[src/rtl/esdb_pkg.sv]
// ----------------------------------------------------------------------------
// esdb_pkg
// Shared widths, command codes and control types for the echo scatter
// delay buffer.
// ----------------------------------------------------------------------------
package esdb_pkg;

  localparam int DEPTH_DEF       = 65536;
  localparam int MAX_REPEATS_DEF = 63;

  localparam int SAMPLE_W  = 24;
  localparam int DWHOLE_W  = 17;
  localparam int FRAC_W    = 8;
  localparam int COUNT_W   = 6;
  localparam int SPACING_W = 16;
  localparam int GAIN_W    = 16;
  localparam int CMD_W     = 2;

  // input word: sample, delay_whole, delay_fraction, repeat_count,
  // repeat_spacing, echo_gain, zero pad to whole bytes
  localparam int IN_BITS = SAMPLE_W + DWHOLE_W + FRAC_W + COUNT_W + SPACING_W + GAIN_W;
  localparam int IN_W    = ((IN_BITS + 7) / 8) * 8;
  localparam int OUT_W   = SAMPLE_W;

  // running delay: delay_whole plus up to 63 spacings
  localparam int DLY_W    = 23;
  localparam int ACC_W    = 32;
  localparam int ADDEND_W = SAMPLE_W + 1;
  localparam int MULB_W   = GAIN_W + 1;
  localparam int PROD_W   = SAMPLE_W + MULB_W;

  localparam logic [CMD_W-1:0] CMD_ADD    = 2'd0;
  localparam logic [CMD_W-1:0] CMD_INTERP = 2'd1;
  localparam logic [CMD_W-1:0] CMD_TICK   = 2'd2;

  typedef struct packed {
    logic wr_en;    // write the slot at the shared address
    logic wr_zero;  // write zero instead of the accumulated sum
  } slot_ctrl_t;

endpackage

[src/rtl/esdb_scale.sv]
// ----------------------------------------------------------------------------
// esdb_scale
// Shared multiplier: registered product, then round-half-up shift and
// clamp to the sample range. Shift is 15 for echo gain, 8 for fraction split.
// ----------------------------------------------------------------------------
module esdb_scale (
  input  logic                                  clk,
  input  logic                                  en,
  input  logic                                  interp,
  input  logic signed [esdb_pkg::SAMPLE_W-1:0]  a,
  input  logic signed [esdb_pkg::MULB_W-1:0]    b,
  output logic signed [esdb_pkg::SAMPLE_W-1:0]  result
);
  import esdb_pkg::*;

  localparam logic signed [PROD_W-1:0] SMAX  = PROD_W'((2 ** (SAMPLE_W - 1)) - 1);
  localparam logic signed [PROD_W-1:0] SMIN  = -PROD_W'(2 ** (SAMPLE_W - 1));
  localparam logic signed [PROD_W-1:0] HALF8  = PROD_W'(128);
  localparam logic signed [PROD_W-1:0] HALF15 = PROD_W'(16384);

  logic signed [PROD_W-1:0] prod;
  logic signed [PROD_W-1:0] rounded;
  logic signed [PROD_W-1:0] shifted;

  always_ff @(posedge clk) begin
    if (en) begin
      prod <= PROD_W'(a) * PROD_W'(b);
    end
  end

  always_comb begin
    rounded = prod + (interp ? HALF8 : HALF15);
    shifted = interp ? (rounded >>> 8) : (rounded >>> 15);
    if (shifted > SMAX) begin
      result = SMAX[SAMPLE_W-1:0];
    end else if (shifted < SMIN) begin
      result = SMIN[SAMPLE_W-1:0];
    end else begin
      result = shifted[SAMPLE_W-1:0];
    end
  end

endmodule

[config.mk]
export PLATFORM = sky130hd
export DESIGN_NAME = esdb_scale
export DESIGN_NICKNAME = d
export VERILOG_FILES = /design/src/rtl/esdb_pkg.sv /design/src/rtl/esdb_scale.sv
export SDC_FILE = /design/constraint.sdc
export NUM_CORES = 1
export LEC_CHECK = 0
export ABC_AREA = 1
export BUFFER_PORTS_ARGS = -buffer_cell sky130_fd_sc_hd__buf_2
export CAP_MARGIN = 5
export CORE_ASPECT_RATIO = 0.9
export CORE_UTILIZATION = 45
export CTS_BUF_LIST = sky130_fd_sc_hd__clkbuf_8
export CTS_CLUSTER_DIAMETER = 40
export CTS_CLUSTER_SIZE = 30
export DETAILED_ROUTE_END_ITERATION = 10
export GPL_TIMING_DRIVEN = 0
export PLACE_DENSITY = 0.72
export SLEW_MARGIN = 10
export SYNTH_ARGS = -nofsm -noshare
export SYNTH_HDL_FRONTEND = slang
export SYNTH_SLANG_ARGS = --single-unit
[constraint.sdc]
create_clock -name clk -period 8.02 [get_ports clk]
set_input_delay 0 -clock clk [delete_from_list [all_inputs] [get_ports clk]]
set_output_delay 0 -clock clk [all_outputs]
set_load 0.02 [all_outputs]
; After elaboration in Yosys (flattened, before gate mapping)
; Index checks and enable logic that the tools add are counted.
[classes]
n_eq_ne = 0
reduce_logical = 0
multipliers = 1
add_sub_neg = 1
bitwise_logic = 0
div_mod_pow = 0
mux = 4
n_lt_le_gt_ge = 2
shift = 0
[op_table]
columns = operator, n
row1 = 2-to-1 mux 24 bit, 2
row2 = adder 41 x 16 -> 41 bit, 1
row3 = multiplier 24 x 17 -> 41 bit, 1
row4 = "> comparator 33 x 24 -> 1 bit, second input constant", 1
row5 = "less-than comparator 33 x 24 -> 1 bit, second input constant", 1
row6 = 2-to-1 mux 32 bit, 1
row7 = 2-to-1 mux 15 bit, 1
[totals]
romBits = 0
mem_count = 0
regBits = 41
inputBits = 44
word_cells = 9
ram_bits = 0
latchBits = 0

; Logic depth before layout (Yosys ltp)
; Gate-level depths: netlist (run 1).
[depth]
word_depth = 6
ltp_mapped = 29

; Worst setup path after synthesis (run 1)
; No wires, ideal clock.
[synth_timing]
path_type = input-to-reg
start = input a[23] in the netlist's numbering
end = register prod[39] (data pin)
cell_stages = 20
setup_slack_ns = 2.455
required_ns = 7.762
arrival_ns = 5.307
path_buffers = 2
cell_sequence = clkbuf_1 > clkbuf_1 > nand2_1 > inv_1 > fa_1 > fa_1 > inv_1 > fa_1 > fa_1 > fa_1 > fa_1 > inv_1 > ha_1 > nand2_1 > nor2_1 > inv_1 > nor4_1 > nand4_1 > nand3_1 > xor2_1
[synth_via]
elab_chain_cells = 1
[synth_rtl]
columns = element, line_no
row1 = from (decl), esdb_scale.sv:10  ; input logic signed [esdb_pkg::SAMPLE_W-1:0] a,
row2 = multiplier 24 x 17 -> 41 bit, esdb_scale.sv:27  ; prod <= PROD_W'(a) * PROD_W'(b);
row3 = to (signal assigned), esdb_scale.sv:27
row4 = to (decl), esdb_scale.sv:21  ; logic signed [PROD_W-1:0] prod;
; No other way between the ends.
; A chain may end at the register's enable or synchronous reset.

; Worst setup path after layout (run 1)
[layout_timing]
start = input a[12] in the netlist's numbering
end = register prod[26] (data pin)
; Same word-level chain as after synthesis.

==> results of run 1 <==
## kinds of logic after synthesis
family | Yosys count | share of synthesized area [%]
AOI/OAI and AO/OA | 148 | 4.69
xor gates and xnor gates | 59 | 2.91
adders and majority gates | 497 | 51.9
buffers and inverters | 773 | 16.5
DFF | 34 | 5.74
muxes | 2 | 0.113
and+or+nand+nor | 811 | 18.2
## metal layers
| metal | part of all wire (%) | up-vias | wire length, microns |
|---|---|---|---|
| li1 | - | 6716 | - |
| met1 | 43 | 7403 | 22000 |
| met2 | 45 | 617 | 22900 |
| met3 | 9.6 | 71 | 4870 |
| met4 | 2.3 | 0 | 1180 |
| met5 | 0 | - | 0 |
## worst max-delay path by stage
stage / to / slack, ns / cells past startpoint
after floorplan: prod[39]$_DFFE_PP_ / 2.45 / 20
after global placement: prod[26]$_DFFE_PP_ / 1.02 / 24
after detailed placement: prod[26]$_DFFE_PP_ / 1.05 / 24
after CTS: prod[26]$_DFFE_PP_ / 1.34 / 24
after global routing: prod[26]$_DFFE_PP_ / 0.92 / 24
final: prod[26]$_DFFE_PP_ / 1.14 / 24
## placed cells by master (no fill, tap or decap), types with 4 or more instances in the layout
cell type                  synthesis  final
sky130_fd_sc_hd__nand3_1          43     43
sky130_fd_sc_hd__inv_1           680    681
sky130_fd_sc_hd__nor3_1           10     10
sky130_fd_sc_hd__buf_2             0     42
sky130_fd_sc_hd__nor2_1          109    109
sky130_fd_sc_hd__nand2_1         615    615
sky130_fd_sc_hd__nand2_2           5      5
sky130_fd_sc_hd__clkbuf_1         87     87
sky130_fd_sc_hd__o21ai_0          53     53
sky130_fd_sc_hd__a21oi_1          57     57
sky130_fd_sc_hd__xnor2_1          17     17
sky130_fd_sc_hd__fa_1            400    400
sky130_fd_sc_hd__edfxtp_1         34     34
sky130_fd_sc_hd__or2_2             6      6
sky130_fd_sc_hd__o21a_1            4      4
sky130_fd_sc_hd__xor2_1           42     42
sky130_fd_sc_hd__buf_6             5      5
sky130_fd_sc_hd__nand4_1           7      7
sky130_fd_sc_hd__clkbuf_8          0      5
sky130_fd_sc_hd__a31oi_1          11     11
sky130_fd_sc_hd__ha_1             97     97
sky130_fd_sc_hd__o21ai_1           6      6
## per-stage QoR
stage	cells	instance area [sq um]	util, %	worst slack [ns]
2_1_floorplan	2324	17800	-	2.45
3_3_place_gp	2891	18700	48.3	1.02
6_report	2900	18700	48.5	1.14
4_1_cts	2899	18700	48.5	1.34
3_5_place_dp	2891	18700	48.3	1.05
5_1_grt	2900	18700	48.5	0.922
## cell usage after synthesis, types with 3 or more instances
library cell / count / area, sq um
sky130_fd_sc_hd__a21oi_1: 57 / 285
sky130_fd_sc_hd__a31oi_1: 11 / 68.8
sky130_fd_sc_hd__buf_6: 5 / 56.3
sky130_fd_sc_hd__clkbuf_1: 87 / 327
sky130_fd_sc_hd__edfxtp_1: 34 / 1020
sky130_fd_sc_hd__fa_1: 400 / 8010
sky130_fd_sc_hd__ha_1: 97 / 1210
sky130_fd_sc_hd__inv_1: 680 / 2550
sky130_fd_sc_hd__nand2_1: 615 / 2310
sky130_fd_sc_hd__nand2_2: 5 / 31.3
sky130_fd_sc_hd__nand3_1: 43 / 215
sky130_fd_sc_hd__nand4_1: 7 / 43.8
sky130_fd_sc_hd__nor2_1: 109 / 409
sky130_fd_sc_hd__nor2_2: 3 / 18.8
sky130_fd_sc_hd__nor3_1: 10 / 50.1
sky130_fd_sc_hd__nor4_1: 3 / 18.8
sky130_fd_sc_hd__o21a_1: 4 / 30.0
sky130_fd_sc_hd__o21ai_0: 53 / 265
sky130_fd_sc_hd__o21ai_1: 6 / 30.0
sky130_fd_sc_hd__o21ai_2: 3 / 26.3
sky130_fd_sc_hd__o21bai_1: 3 / 22.5
sky130_fd_sc_hd__or2_2: 6 / 37.5
sky130_fd_sc_hd__xnor2_1: 17 / 149
sky130_fd_sc_hd__xor2_1: 42 / 368
## final cells by class
class	instances	area (sq um)
plain buffers	92	383
repair buffers	42	210
fillers	3828	19900
clock inverters	3	12.5
multi-input cells	1517	13800
well taps	525	657
flip-flops and latches	34	1020
inverters	681	2560
clock buffers	5	68.8
diodes	1	2.50
==> reports/results.env, run 1 <==
TRITONCTS='done'
CRITICAL_PATH.CELL_CHAIN='clkbuf_1 -> clkbuf_1 -> nand2_1 -> fa_1 -> inv_1 -> fa_1 -> inv_1 -> fa_1 -> inv_1 -> fa_1 -> fa_1 -> inv_1 -> fa_1 -> inv_1 -> ha_1 -> nand2_1 -> nor2_1 -> inv_1 -> nor2_1 -> inv_1 -> nor3_1 -> a211oi_1 -> o21ai_0 -> xor2_1'
SYNTHDISTINCTLIBCELLS=43
ASYNC_RESET_FF_SHARE_PCT=0
REMAINING_DRC_ERRORS=0
UNREPAIRED_SETUP_ENDPOINTS_AFTER_GLOBAL_ROUTING='no'
VIAS_IN_THE_FIRST_GLOBAL_ROUTE=15700
CPMAXSTAGEDELAYCELL='sky130_fd_sc_hd__clkbuf_1'
CRITICAL_PATH_BUF_INV_COUNT=9
OUTCOME='finished, final reports clean'
GLOBALROUTEOVERFLOWTOTAL=0
NETLIST_AREA_SQ_UM=17800
NUMBER_OF_STANDARD_CELL_ROWS_IN_THE_FLOORPLAN=68
CRIT_PATH_END_KIND='flop'
NUMBER_OF_RESIZED_INSTANCES_IN_THE_POST_CTS_REPAIR_STEP=0
REGISTERS.TOP_BY_FF_COUNT='prod'
LAYOUT-DRIVE-GT1-SHARE_PCT=3.41
WORSTHOLDENDPOINT='prod[11]$_DFFE_PP_'
MET2_USAGE_GRT_PCT=43.4
FINALHOLDWORSTSLACK_NS=0.324
VIAS=14800
POSTSYNTHNETCOUNT=2865
BUFFER_PORTS.INSERTED=42
DIE_W_MICRONS=212
GRT_PASS1_WL_MICRONS=83400
SYNTH.AVG_CELL_AREA_SQ_UM=7.65
CAP_VIOL_MAX_COUNT=0
TIMING_MAX_TRANSITION_VIOLATIONS_FINAL=0
GRTUSAGEMET1_PCT=38.7
WHS_PATH_DEPTH=1
TOP_USAGE_LAYER='met2'
FINAL.SETUP.TNS_NS=0
TRACK_USAGE_PCT=27.2
FINAL_HOLD_VIOL_COUNT=0
CLOCK_PATH_BUFFERS=2
SYN2LAYOUT_AREA_GROWTH_PCT=5.35
GRTUSAGEMET3_PCT=4.61
EDFF_COUNT_SYNTH=34
CP-STARTPOINT='a[12]'
FIRST_PASS_DRT_ITERATIONS=5
PERIOD_SHARE_PCT=85.8
YOSYSWARNINGCOUNT=0
ITER_0_DRT_VIOLATIONS=1151
CRITICAL_PATH.STARTPOINT_TYPE='primary input'
FP.COREAREA_SQ_UM=38600
IO_PINS=68
FP.DIEAREA_SQ_UM=40300
LAYOUT.NETS=2914
REG_TOP3='prod (34)'
SETUP_VIOLATIONS=0
START_UTIL_PCT=46.0
LARGEST_REGISTER_FFS=34
WORST_PATH_MOST_REPEATED_CELL='sky130_fd_sc_hd__inv_1'
DRTANTENNAVIOLNETS=0
SYN-INSTANCE-COUNT=2324
CTS-BUFFERS-INSERTED=5
FINALWORSTPATHREQUIREDPERIOD_NS=6.88
CTS_SETUP_BUFFERS=0
ROUTABILITYCONGESTION=0.980
MIN-DELAY-START='en'
POST_CTS_HOLD_BUFFER_COUNT=0
CLKSLEWWORSTSETUPHOLDPATHS_NS=0.07
HOLD_PATH_CLASS='primary input to flop'
CLOCK_SINK_COUNT=34
MAXIMUM_NUMBER_OF_PINS_ON_ONE_NET_BEFORE_GLOBAL_ROUTE_REPAIR=35
AVGVIACOUNTPERCELL=5.11
CRIT_TYPE='primary input to flop'
CLOCK_TREE.HTREE_LEVEL_COUNT=2
CRITICAL_PATH.TOP_DELAY_FAMILY='adder cells'
CLOCK_TREE.ROOT_CELL='sky130_fd_sc_hd__clkbuf_8'
FFS_LATCHES_SYNTH=34
MAX_FREQ_MHz=145
YS.FLOP_TYPE='sky130_fd_sc_hd__edfxtp_1'
CRITPATHMAXSTAGEDELAY_NS=0.66
RELSLEWSLACK_PCT=36.6
TOTAL_DETAILED_ROUTING_WIRELENGTH_MICRONS=50900
PLACE.DETAILED.HPWL_MICRONS=44500
CP_MAX_FO=10
GRT_ANTENNA_BEFORE_REPAIR=1
WORST_EP_ARRIVAL_TIME_NS=6.90
SEQ_AREA_FRAC_SYNTH_PCT=5.74
WORST_EP_REQUIRED_TIME_NS=8.04
WORSTMARGINPINSLEW_NS=0.951
WL_PER_CELL_MICRONS=17.6
CHIPHEIGHT_MICRONS=191
Power of run 1 is not shown: default switching activity piles up to over one toggle a cycle in this logic, so the estimate is an artifact.
==> inputs of run 2 (changes only) <==
- CORE_UTILIZATION: 45 -> 61
- PLACE_DENSITY: 0.72 -> 0.9
==> run 2 against run 1 <==
Flip-flop and latch count did not move. Critical endpoint is now prod[37]$_DFFE_PP_. Clock-buffer cell count did not move. Global-route usage rose by 10 points. First-iteration DRC count rose by 43%. Via count rose by 4.5%. Maximum frequency rose by 1.5%. Die area fell by 26%. Final cell count fell by 5.7%. Critical path depth did not move. Highest routed layer unchanged. Sequential share of layout area rose by 0.060 points.
==> reports/results.env, run 2 (synthesized netlist as in run 1, its figures left out) <==
WORST_EP_ARRIVAL_TIME_NS=6.82  # -0.08 ns
WORSTMARGINPINSLEW_NS=0.893  # -0.0582 ns
CLOCK_TREE.ROOT_CELL='sky130_fd_sc_hd__clkbuf_8'
CPMAXSTAGEDELAYCELL='sky130_fd_sc_hd__clkbuf_1'
START_UTIL_PCT=62.8  # +17 points
TRACK_USAGE_PCT=37.3  # +10 points
ROUTE.MET3.WL_MICRONS=7210  # +48%
FINALHOLDWORSTSLACK_NS=0.331  # +0.00642 ns
UNREPAIRED_SETUP_ENDPOINTS_AFTER_GLOBAL_ROUTING='no'
SETUP_VIOLATIONS=0  # unchanged
TOTAL_DETAILED_ROUTING_WIRELENGTH_MICRONS=52100  # +2.4%
CHIPHEIGHT_MICRONS=164  # -14%
CRITICAL_PATH.STARTPOINT_TYPE='primary input'
LARGEST_REGISTER_FFS=34  # unchanged
GRT_ANTENNA_BEFORE_REPAIR=1  # unchanged
WL_MET2_MICRONS=22600  # -1.2%
POST_CTS_HOLD_BUFFER_COUNT=0  # unchanged
FINALWORSTPATHREQUIREDPERIOD_NS=6.78  # -0.101 ns
GRT_PASS1_WL_MICRONS=83500  # +0.12%
MAX_FREQ_MHz=147  # +1.5%
CLOCK_TREE.HTREE_LEVEL_COUNT=2  # unchanged
HOLD_PATH_CLASS='primary input to flop'
WL_PER_CELL_MICRONS=19.1  # +8.6%
VIAS=15500  # +4.5%
RELSLEWSLACK_PCT=40.5  # +3.9 points
CRITICAL_PATH.TOP_DELAY_FAMILY='adder cells'
REGISTERS.TOP_BY_FF_COUNT='prod'
FIN_AREA_SQ_UM=18500  # -1.1%
CRIT_TYPE='primary input to flop'
ITER_0_DRT_VIOLATIONS=1650  # +43%
ROUTABILITYCONGESTION=1.03  # +5.0%
CLOCK_SINK_COUNT=34  # unchanged
FIRST_PASS_DRT_ITERATIONS=5  # unchanged
REG_TOP3='prod (34)'
CTS-BUFFERS-INSERTED=5  # unchanged
OUTCOME='finished, final reports clean'
NUMBER_OF_RESIZED_INSTANCES_IN_THE_POST_CTS_REPAIR_STEP=0  # unchanged
CLKSLEWWORSTSETUPHOLDPATHS_NS=0.08  # about the same
SYN2LAYOUT_AREA_GROWTH_PCT=4.21
NUMBER_OF_STANDARD_CELL_ROWS_IN_THE_FLOORPLAN=58  # -15%
PLACED_AREA_SQ_UM=18400  # -1.1%
FP.COREAREA_SQ_UM=28300  # -27%
AVGVIACOUNTPERCELL=5.66  # +11%
FP.DIEAREA_SQ_UM=29800  # -26%
DRTANTENNAVIOLNETS=0  # unchanged
CAP_VIOL_MAX_COUNT=0  # unchanged
IO_PINS=68  # unchanged
CRITICAL_PATH.CELL_CHAIN='clkbuf_1 -> clkbuf_1 -> nand2_1 -> fa_1 -> inv_1 -> fa_1 -> inv_1 -> fa_1 -> inv_1 -> fa_1 -> fa_1 -> inv_1 -> fa_1 -> inv_1 -> ha_1 -> nand2_1 -> nor4_1 -> nand2_1 -> nand2_1 -> nand2_1 -> nand2_1 -> nand2_1 -> o21ai_0 -> xor2_1'
CTS_SETUP_BUFFERS=0  # unchanged
TOP_LAYER_USED='met4'
TIMING_MAX_TRANSITION_VIOLATIONS_FINAL=0  # unchanged
DIE_W_MICRONS=182  # -14%
CP_MAX_FO=10  # unchanged
PERIOD_SHARE_PCT=84.6  # -1.3 points
WORST_PATH_MOST_REPEATED_CELL='sky130_fd_sc_hd__nand2_1'
FINAL_HOLD_VIOL_COUNT=0  # unchanged
LAYOUT-DRIVE-GT1-SHARE_PCT=3.45  # +0.042 points
WORST_EP_REQUIRED_TIME_NS=8.05  # about the same
CLOCK_PATH_BUFFERS=2  # unchanged
FINAL.SETUP.TNS_NS=0  # unchanged
TRITONCTS='done'
LAYOUT.CELLS.MOST_COMMON_LIST='680 x sky130_fd_sc_hd__inv_1, 615 x sky130_fd_sc_hd__nand2_1, 400 x sky130_fd_sc_hd__fa_1'
GLOBALROUTEOVERFLOWTOTAL=0  # unchanged
CRITPATHMAXSTAGEDELAY_NS=0.70  # +0.04 ns
REMAINING_DRC_ERRORS=0  # unchanged
LAYOUT.CELLS.MOST_COMMON='sky130_fd_sc_hd__inv_1'
CRIT_PATH_END_KIND='flop'
PLACE.DETAILED.HPWL_MICRONS=45000  # +1.1%
MET1WIRELENGTH_MICRONS=19500  # -11%
VIAS_IN_THE_FIRST_GLOBAL_ROUTE=16100  # +2.8%
MAXIMUM_NUMBER_OF_PINS_ON_ONE_NET_BEFORE_GLOBAL_ROUTE_REPAIR=35  # unchanged
CRITICAL_PATH_BUF_INV_COUNT=7  # -2
LAYOUT.NETS=2914  # unchanged
BUFFER_PORTS.INSERTED=42  # unchanged
run 2: cell count changes in the layout (fill, tap and decap cells not counted), sizes merged:
cell / before / now
clkinvlp: 0 / 1
inv: 682 / 681
run 2: final cells by class:
class / count / area [sq um]
plain buffers: 92 / 383
flip-flops and latches: 34 / 1020
diodes: 1 / 2.50
clock buffers: 5 / 68.8
repair buffers: 42 / 210
clock inverters: 3 / 16.3
fillers: 2395 / 9770
inverters: 681 / 2560
multi-input cells: 1517 / 13800
well taps: 360 / 450
run 2: per-layer routing:
layer / GRT usage (%) / vias up
li1: - / 6730
met1: 49.5 / 7486
met2: 56.6 / 1056
met3: 10.7 / 196
met4: 18.3 / 0
met5: 0 / -
run 2: path summary, 6_finish.rpt:
kind	to	depth (start not counted)	startpoint	slack [ns]
setup / recovery	prod[37]$_DFFE_PP_	24	a[12]	1.24
hold / removal	prod[12]$_DFFE_PP_	1	en	0.33
run 2: metrics by stage:
step	instances	util, %	setup WS [ns]
2_1_floorplan	2324	-	2.45
3_3_place_gp	2726	65.2	1.23
3_5_place_dp	2726	65.2	1.07
4_1_cts	2734	65.5	1.38
5_1_grt	2735	65.5	0.961
6_report	2735	65.5	1.24
Power of run 2 is left out for the same reason.
